## config.mk

```make
export PLATFORM = sky130hd
export DESIGN_NAME = accel_limited_position_follower_core
export DESIGN_NICKNAME = d
export VERILOG_FILES = /design/src/design/alpf_pkg.sv /design/src/design/alpf_seq.sv /design/src/design/accel_limited_position_follower_core.sv
export SDC_FILE = /design/constraint.sdc
export NUM_CORES = 2
export LEC_CHECK = 0
export BUFFER_PORTS_ARGS = -buffer_cell sky130_fd_sc_hd__buf_2
export CORE_UTILIZATION = 45
export CTS_BUF_LIST = sky130_fd_sc_hd__clkbuf_16
export CTS_CLUSTER_SIZE = 12
export DETAILED_ROUTE_END_ITERATION = 7
export SYNTH_ARGS = -nofsm -noshare
export SYNTH_HDL_FRONTEND = slang
export SYNTH_SLANG_ARGS = --single-unit
```

## constraint.sdc

```tcl
create_clock -name i_clk -period 9 [get_ports i_clk]
set_input_delay 1.8 -clock i_clk [delete_from_list [all_inputs] [get_ports i_clk]]
set_output_delay 1.8 -clock i_clk [all_outputs]
set_load 0.05 [all_outputs]
```

## src/design/alpf_pkg.sv

```systemverilog
// ----------------------------------------------------------------------------
// alpf_pkg: shared types, codes and microcode for the limited position follower
// Holds the control word layout, the sequencer condition codes and the
// read-only microprogram that steps the datapath through one transaction.
// ----------------------------------------------------------------------------
`default_nettype none

package alpf_pkg;

    // Field widths
    localparam int POS_W   = 32;
    localparam int DT_W    = 16;
    localparam int CFG_W   = 31;
    localparam int DIV_W   = 48;
    localparam int CNT_W   = 6;
    localparam int PC_W    = 4;

    // Configuration register indexes
    localparam logic CFG_MAX_SPEED = 1'b0;
    localparam logic CFG_MAX_ACCEL = 1'b1;

    typedef logic [PC_W-1:0] t_pc;

    // Datapath operations, one per control word
    typedef enum logic [3:0] {
        OP_LOAD,    // take the input transaction
        OP_ERR,     // position error, divider setup, acceleration limit
        OP_DIV,     // one restoring division step
        OP_DES,     // clamp quotient to the speed limit
        OP_DV,      // velocity change request
        OP_VEL,     // clamp change to the acceleration limit, update velocity
        OP_MUL,     // velocity times time step
        OP_POS,     // integrate position with saturation
        OP_OUT      // load the result register
    } t_op;

    // Jump conditions
    typedef enum logic [2:0] {
        COND_NONE,
        COND_NO_INPUT,
        COND_DT_ZERO,
        COND_CNT_NZ,
        COND_OUT_BUSY
    } t_cond;

    typedef struct packed {
        t_op   op;
        t_cond cond;
        t_pc   target;
        logic  last;
    } t_ctrl;

    // Status flags from the datapath to the sequencer
    typedef struct packed {
        logic in_valid;
        logic dt_zero;
        logic cnt_nz;
        logic out_busy;
    } t_flags;

    // Step addresses
    localparam t_pc STEP_LOAD = 4'd0;
    localparam t_pc STEP_ERR  = 4'd1;
    localparam t_pc STEP_DIV  = 4'd2;
    localparam t_pc STEP_DES  = 4'd3;
    localparam t_pc STEP_DV   = 4'd4;
    localparam t_pc STEP_VEL  = 4'd5;
    localparam t_pc STEP_MUL  = 4'd6;
    localparam t_pc STEP_POS  = 4'd7;
    localparam t_pc STEP_OUT  = 4'd8;

    // Microprogram: a jump is taken when its condition holds, else the last word returns to load and others advance
    function automatic t_ctrl ucode_rom(t_pc pc);
        t_ctrl w;
        w = '{op: OP_LOAD, cond: COND_NO_INPUT, target: STEP_LOAD, last: 1'b0};
        case (pc)
            STEP_LOAD: w = '{op: OP_LOAD, cond: COND_NO_INPUT, target: STEP_LOAD, last: 1'b0};
            STEP_ERR:  w = '{op: OP_ERR,  cond: COND_DT_ZERO,  target: STEP_OUT,  last: 1'b0};
            STEP_DIV:  w = '{op: OP_DIV,  cond: COND_CNT_NZ,   target: STEP_DIV,  last: 1'b0};
            STEP_DES:  w = '{op: OP_DES,  cond: COND_NONE,     target: STEP_LOAD, last: 1'b0};
            STEP_DV:   w = '{op: OP_DV,   cond: COND_NONE,     target: STEP_LOAD, last: 1'b0};
            STEP_VEL:  w = '{op: OP_VEL,  cond: COND_NONE,     target: STEP_LOAD, last: 1'b0};
            STEP_MUL:  w = '{op: OP_MUL,  cond: COND_NONE,     target: STEP_LOAD, last: 1'b0};
            STEP_POS:  w = '{op: OP_POS,  cond: COND_NONE,     target: STEP_LOAD, last: 1'b0};
            STEP_OUT:  w = '{op: OP_OUT,  cond: COND_OUT_BUSY, target: STEP_OUT,  last: 1'b1};
            default:   w = '{op: OP_LOAD, cond: COND_NONE,     target: STEP_LOAD, last: 1'b1};
        endcase
        return w;
    endfunction

endpackage

`default_nettype wire

```

## src/design/alpf_seq.sv

```systemverilog
// ----------------------------------------------------------------------------
// alpf_seq: microcode sequencer
// Holds the step counter, fetches the control word from the microprogram and
// picks the next step from the jump condition.
// ----------------------------------------------------------------------------
`default_nettype none

module alpf_seq (
    input  wire              i_clk,
    input  wire              i_rst_n,
    input  alpf_pkg::t_flags i_flags,
    output alpf_pkg::t_ctrl  o_ctrl
);
    import alpf_pkg::*;

    t_pc   r_pc;
    t_pc   n_pc;
    t_ctrl ctrl;
    logic  jump;

    // Fetch the current control word
    assign ctrl   = ucode_rom(r_pc);
    assign o_ctrl = ctrl;

    // Evaluate the jump condition and pick the next step
    always_comb begin
        case (ctrl.cond)
            COND_NONE:     jump = 1'b0;
            COND_NO_INPUT: jump = !i_flags.in_valid;
            COND_DT_ZERO:  jump = i_flags.dt_zero;
            COND_CNT_NZ:   jump = i_flags.cnt_nz;
            COND_OUT_BUSY: jump = i_flags.out_busy;
            default:       jump = 1'b0;
        endcase
        if (jump) begin
            n_pc = ctrl.target;
        end else if (ctrl.last) begin
            n_pc = STEP_LOAD;
        end else begin
            n_pc = r_pc + t_pc'(1);
        end
    end

    // Advance the step counter
    always_ff @(posedge i_clk) begin
        if (!i_rst_n) begin
            r_pc <= STEP_LOAD;
        end else begin
            r_pc <= n_pc;
        end
    end

endmodule

`default_nettype wire

```

## src/design/accel_limited_position_follower_core.sv

```systemverilog
// ----------------------------------------------------------------------------
// accel_limited_position_follower_core: velocity and acceleration limited
// setpoint follower in Q16.16 fixed point, driven by a microcoded sequencer.
// ----------------------------------------------------------------------------
// One transaction at a time. A transaction with a nonzero time step runs from
// acceptance to the result register through these steps: accept, form the
// error, the bit-serial restoring divider that turns error over time step
// into a velocity, then five steps (speed clamp, velocity change,
// acceleration clamp, velocity times time step, position update) and a final
// step that loads the result once the output is free. A zero time step skips
// the work and returns the held state. The next transaction is taken in the
// cycle after the result is loaded, while that result may still wait behind
// a stalled output. Configuration writes take effect at once and must be made
// while no transaction is in flight.
`default_nettype none

module accel_limited_position_follower_core (
    input  wire                                  i_clk,
    input  wire                                  i_rst_n,
    // input channel
    input  wire                                  i_valid,
    output logic                                 o_stall,
    input  wire  signed [alpf_pkg::POS_W-1:0]    i_target_position,
    input  wire         [alpf_pkg::DT_W-1:0]     i_time_step,
    // output channel
    output logic                                 o_valid,
    input  wire                                  i_stall,
    output logic signed [alpf_pkg::POS_W-1:0]    o_position,
    output logic signed [alpf_pkg::POS_W-1:0]    o_velocity,
    // configuration
    input  wire                                  i_cfg_wr_en,
    input  wire                                  i_cfg_index,
    input  wire         [alpf_pkg::CFG_W-1:0]    i_cfg_data
);
    import alpf_pkg::*;

    t_ctrl  ctrl;
    t_flags flags;

    // Registers
    logic        [CFG_W-1:0] r_max_speed;
    logic        [CFG_W-1:0] r_max_accel;
    logic signed [POS_W-1:0] r_tgt,  n_tgt;
    logic        [DT_W-1:0]  r_dt,   n_dt;
    logic                    r_neg,  n_neg;
    logic        [DIV_W-1:0] r_dq,   n_dq;
    logic        [DT_W-1:0]  r_rem,  n_rem;
    logic        [CNT_W-1:0] r_cnt,  n_cnt;
    logic        [CFG_W-1:0] r_lim,  n_lim;
    logic signed [POS_W-1:0] r_des,  n_des;
    logic signed [POS_W:0]   r_dv,   n_dv;
    logic signed [POS_W+DT_W:0] r_prod, n_prod;
    logic signed [POS_W-1:0] r_vel,  n_vel;
    logic signed [POS_W-1:0] r_pos,  n_pos;
    logic                    r_out_valid, n_out_valid;
    logic signed [POS_W-1:0] r_out_pos,   n_out_pos;
    logic signed [POS_W-1:0] r_out_vel,   n_out_vel;

    // Combinational datapath terms
    logic signed [POS_W:0]         err;
    logic        [POS_W:0]         err_abs;
    logic        [CFG_W+DT_W-1:0]  accel_prod;
    logic        [DT_W:0]          rem_sh;
    logic                          q_bit;
    logic        [DT_W:0]          rem_diff;
    logic        [CFG_W-1:0]       des_mag;
    logic        [POS_W-1:0]       des_mag32;
    logic signed [POS_W:0]         lim33;
    logic signed [POS_W:0]         dv_clamped;
    logic signed [POS_W:0]         vel_sum;
    logic signed [POS_W:0]         pos_step;
    logic signed [POS_W+1:0]       pos_sum;
    logic signed [DT_W:0]          dt_s;
    logic                          out_busy;

    // Sequencer
    alpf_seq u_seq (
        .i_clk   (i_clk),
        .i_rst_n (i_rst_n),
        .i_flags (flags),
        .o_ctrl  (ctrl)
    );

    assign out_busy       = r_out_valid && i_stall;
    assign flags.in_valid = i_valid;
    assign flags.dt_zero  = (r_dt == '0);
    assign flags.cnt_nz   = (r_cnt != '0);
    assign flags.out_busy = out_busy;

    assign o_stall    = (ctrl.op != OP_LOAD);
    assign o_valid    = r_out_valid;
    assign o_position = r_out_pos;
    assign o_velocity = r_out_vel;

    // Shared arithmetic terms
    always_comb begin
        err        = {r_tgt[POS_W-1], r_tgt} - {r_pos[POS_W-1], r_pos};
        err_abs    = err[POS_W] ? ((POS_W+1)'(0) - err) : err;
        accel_prod = (CFG_W+DT_W)'(r_max_accel) * (CFG_W+DT_W)'(r_dt);
        rem_sh     = {r_rem, r_dq[DIV_W-1]};
        rem_diff   = rem_sh - {1'b0, r_dt};
        q_bit      = (rem_sh >= {1'b0, r_dt});
        des_mag    = (r_dq > DIV_W'(r_max_speed)) ? r_max_speed : r_dq[CFG_W-1:0];
        des_mag32  = {1'b0, des_mag};
        lim33      = {2'b00, r_lim};
        if (r_dv > lim33) begin
            dv_clamped = lim33;
        end else if (r_dv < -lim33) begin
            dv_clamped = -lim33;
        end else begin
            dv_clamped = r_dv;
        end
        vel_sum  = {r_vel[POS_W-1], r_vel} + dv_clamped;
        dt_s     = {1'b0, r_dt};
        pos_step = r_prod[POS_W+DT_W:DT_W];
        pos_sum  = {{2{r_pos[POS_W-1]}}, r_pos} + {pos_step[POS_W], pos_step};
    end

    // Execute the current control word
    always_comb begin
        n_tgt       = r_tgt;
        n_dt        = r_dt;
        n_neg       = r_neg;
        n_dq        = r_dq;
        n_rem       = r_rem;
        n_cnt       = r_cnt;
        n_lim       = r_lim;
        n_des       = r_des;
        n_dv        = r_dv;
        n_prod      = r_prod;
        n_vel       = r_vel;
        n_pos       = r_pos;
        n_out_valid = r_out_valid && i_stall;
        n_out_pos   = r_out_pos;
        n_out_vel   = r_out_vel;
        case (ctrl.op)
            OP_LOAD: begin
                if (i_valid) begin
                    n_tgt = i_target_position;
                    n_dt  = i_time_step;
                end
            end
            OP_ERR: begin
                n_neg = err[POS_W];
                n_dq  = {err_abs[POS_W-1:0], {DT_W{1'b0}}};
                n_rem = '0;
                n_cnt = CNT_W'(DIV_W - 1);
                n_lim = accel_prod[CFG_W+DT_W-1:DT_W];
            end
            OP_DIV: begin
                n_dq  = {r_dq[DIV_W-2:0], q_bit};
                n_rem = q_bit ? rem_diff[DT_W-1:0] : rem_sh[DT_W-1:0];
                n_cnt = r_cnt - CNT_W'(1);
            end
            OP_DES: begin
                n_des = r_neg ? (POS_W'(0) - des_mag32) : des_mag32;
            end
            OP_DV: begin
                n_dv = {r_des[POS_W-1], r_des} - {r_vel[POS_W-1], r_vel};
            end
            OP_VEL: begin
                n_vel = vel_sum[POS_W-1:0];
            end
            OP_MUL: begin
                n_prod = (POS_W+DT_W+1)'(r_vel) * (POS_W+DT_W+1)'(dt_s);
            end
            OP_POS: begin
                if (pos_sum[POS_W+1:POS_W-1] == 3'b000 ||
                    pos_sum[POS_W+1:POS_W-1] == 3'b111) begin
                    n_pos = pos_sum[POS_W-1:0];
                end else if (pos_sum[POS_W+1]) begin
                    n_pos = {1'b1, {(POS_W-1){1'b0}}};
                end else begin
                    n_pos = {1'b0, {(POS_W-1){1'b1}}};
                end
            end
            OP_OUT: begin
                if (!out_busy) begin
                    n_out_valid = 1'b1;
                    n_out_pos   = r_pos;
                    n_out_vel   = r_vel;
                end
            end
            default: begin
            end
        endcase
    end

    // Hold control and state registers
    always_ff @(posedge i_clk) begin
        if (!i_rst_n) begin
            r_max_speed <= CFG_W'(65536);
            r_max_accel <= CFG_W'(65536);
            r_vel       <= '0;
            r_pos       <= '0;
            r_out_valid <= 1'b0;
            r_cnt       <= '0;
            r_dt        <= '0;
        end else begin
            if (i_cfg_wr_en && i_cfg_index == CFG_MAX_SPEED) begin
                r_max_speed <= i_cfg_data;
            end
            if (i_cfg_wr_en && i_cfg_index == CFG_MAX_ACCEL) begin
                r_max_accel <= i_cfg_data;
            end
            r_vel       <= n_vel;
            r_pos       <= n_pos;
            r_out_valid <= n_out_valid;
            r_cnt       <= n_cnt;
            r_dt        <= n_dt;
        end
    end

    // Advance payload and scratch registers
    always_ff @(posedge i_clk) begin
        r_tgt     <= n_tgt;
        r_neg     <= n_neg;
        r_dq      <= n_dq;
        r_rem     <= n_rem;
        r_lim     <= n_lim;
        r_des     <= n_des;
        r_dv      <= n_dv;
        r_prod    <= n_prod;
        r_out_pos <= n_out_pos;
        r_out_vel <= n_out_vel;
    end

    // Checks
    a_div_runs: assert property (@(posedge i_clk) disable iff (!i_rst_n)
        (ctrl.op == OP_DIV && r_cnt != '0) |=> (ctrl.op == OP_DIV))
        else $error("divider left before its last step");

    a_rem_bound: assert property (@(posedge i_clk) disable iff (!i_rst_n)
        (ctrl.op == OP_DES) |-> (r_rem < r_dt))
        else $error("division remainder not below time step");

    a_vel_hold: assert property (@(posedge i_clk) disable iff (!i_rst_n)
        (ctrl.op != OP_VEL) |=> $stable(r_vel))
        else $error("velocity changed outside its update step");

    a_accept_next: assert property (@(posedge i_clk) disable iff (!i_rst_n)
        (i_valid && !o_stall) |=> (ctrl.op == OP_ERR))
        else $error("accepted transaction did not start the error step");

endmodule

`default_nettype wire
```

==> results.toml <==
[yosys]
synth_nets = 8166
ys_ff_latch = 452
synth_cells = 6710
synth_edf_count = 290
ys_types = 74
avgSynthCellArea_sq_um = 8.89
async_flop_share_pct = 0
synth_area_sq_um = 59700
ys_seq_area_share_pct = 20.0
yosysWarnings = 0
ys.flop_type = "edfxtp_1"

[cts]
clkLatencyLatePin_ps = 690
clk_pin_slew_worst_paths_ps = 70
hold_buffers = 0
cts_htree_levels = 2
root_buffer = "clkbuf_16"
numCtsBuffers = 57
ctsLongestPathBuffers = 3
clock-sinks = 452
cts_tree = "built"

[critical_path]
end_kind = "flop"
cp_slowest_stage_delay_ps = 440
crit_required_ps = 9610
r2r_slack_ps = 420
worst-path-buf-inv = 2
crit_slowest_cell = "or4_4"
crit_family = "simple AND/OR/NAND/NOR gates"
worstSetupPathType = "reg -> reg"
crit_arrival_ps = 9190
start_kind = "flop"
crit_fanout = 9

[worst_hold_path]
hold_class = "reg -> reg"

[sta]
clock_skew_ps = 19.8
drv_slew = 0
slew_headroom_pct = 19.4
clock.fmax_ghz = 0.117
setup_violations = 0
min_period_ps = 8580
hold_viol = 0
worst_pin_slew_ps = 1210
timing.setup.tns_ps = 0
finalCritPeriodShare_pct = 95.3

[finish]
fin_util_pct = 49.0
drive_gt1_share_pct = 6.33
most-common-layout-cells = "inv_1 (1242), nand2_1 (1008), fa_1 (895), ha_1 (476), nor2_1 (420)"
fin_area_sq_um = 64500
area_delta_synth_final_pct = 8.07
fillerInstances = 12600
mostFrequentLayoutCell = "inv_1"
stdcell_count = 8552
diodes = 0
nets = 8206

[die]
design.die.area_sq_um = 134000
rows = 133
die_x_microns = 366
start_util_pct = 45.4
io_pins = 151
core_area_sq_um = 131000
dieHeight_microns = 366

[placement]
placed_area_sq_um = 62500
place.gp.congestion = 0.944
io_buffer_count = 150
place_hpwl_microns = 137000
place_inst = 8445

[global_routing]
grt_overflow = 0
antenna_found_initial = 11
grt_pass1_wl_microns = 275000
track_usage_pct = 26.4
first_global_vias = 47900
grt_max_degree = 82

[route]
ant_nets = 0
num_vias = 46600
drt-pass1-iter-count = 6
viasPerCell = 5.45
drt_iter0_drc = 3582
wirelength_microns = 173000
drc = 0
wire_per_inst_microns = 20.3

[job]
max_cap_violations = 0

[pwr]
p_leak_nw = 29.9
p_per_area_nw_per_um2 = 153
p_total_mw = 9.86
peakVddDrop_mv = 0.180

[outcome]
outcome = "complete, no violations"
[state kept, by name (all words and copies together) (netlist names)]
register	count
o_position	32
o_valid	1
o_velocity	32
r_cnt	6
r_des	32
r_dq	48
r_dt	16
r_dv	33
r_lim	31
r_max_accel	31
r_max_speed	31
r_neg	1
r_pos	32
r_prod	33
r_rem	16
r_tgt	32
r_vel	32
u_seq.o_ctrl	9
u_seq.r_pc	4
[final timing paths]
kind / start / endpoint / depth (start not counted)
hold reg to reg: r_max_accel[21] / r_max_accel[21] / 2
setup / recovery: r_lim[1] / r_vel[31] / 34
setup reg to reg: r_lim[1] / r_vel[31] / 34
hold / removal: r_max_accel[21] / r_max_accel[21] / 2
[routing by layer]
| layer | vias to the layer above | GRT usage (%) | wire length (microns) |
|---|---|---|---|
| li1 | 21400 | - | - |
| met5 | - | 0 | 24 |
| met4 | 4 | 7.64 | 5400 |
| met1 | 23500 | 36.7 | 75900 |
| met3 | 266 | 4.11 | 13300 |
| met2 | 1520 | 42.6 | 78800 |
[synthesized netlist by cell type (42+ instances only)]
master / number / share of area (%)
nand2_1: 1012 / 6.4
o21a_1: 44 / 0.55
o21ai_0: 164 / 1.4
a21o_1: 111 / 1.4
nand4_1: 46 / 0.48
ha_1: 476 / 10
xnor2_1: 157 / 2.3
nor3_1: 73 / 0.61
clkbuf_1: 277 / 1.7
nand2b_1: 42 / 0.44
nand3_1: 67 / 0.56
nor2b_1: 42 / 0.44
and2_1: 227 / 2.4
a21oi_1: 384 / 3.2
fa_1: 895 / 30
xor2_1: 100 / 1.5
edfxtp_1: 290 / 15
dfxtp_1: 162 / 5.4
inv_1: 1231 / 7.7
nor2_1: 422 / 2.7
and3_1: 46 / 0.48
[power by group]
group	total (mW)	internal [mW]	leakage [nW]	switching, mW
logic	4.25	1.49	24.9	2.76
registers	3.22	2.76	4.03	0.464
clock network	2.40	1.35	0.969	1.05
total	9.86	5.59	29.9	4.27
[what timing repair did]
| action | 4_1_cts | 5_1_grt |
|---|---|---|
| setup endpoints to repair | 0 | 8 |
| gates resized for setup | 0 | 11 |
| setup buffers | 0 | 1 |
[area by class of cell]
cell class	count	area, sq um	share of cell area (%)
flip-flops and latches	452	12000	18.6
well taps	1755	2200	3.41
inverters	1241	4660	7.23
repair buffers	276	1710	2.65
clock buffers	59	1480	2.29
multi-input cells	4722	42000	65.2
clock inverters	47	424	0.658
[metrics by stage]
step	hold WS [ps]	setup WS, ps
finish	454	419
global route	468	-10.2
CTS	456	124
detailed placement	447	169
global placement	443	203
floorplan	434	167
[worst min-delay path, cell delays in order (launching register included)]
cell and delay [ps]:
dfxtp_1 300, nand2_1 50, a21oi_1 50
[cells by family (layout without fill, tap and decap cells)]
kind of cell             after synthesis  count (layout)  synth area share, %
AND/OR/NAND/NOR                     2086            2086                 15.8
buffers and inverters               1536            1623                 9.67
adder cells (fa/ha/maj)             1371            1371                 40.0
AO/OA/AOI/OAI                        976             976                 10.2
flip-flops                           452             452                 20.0
XOR/XNOR                             257             257                 3.77
multiplexers                          32              32                0.543
(Power assumes the default switching activity.)
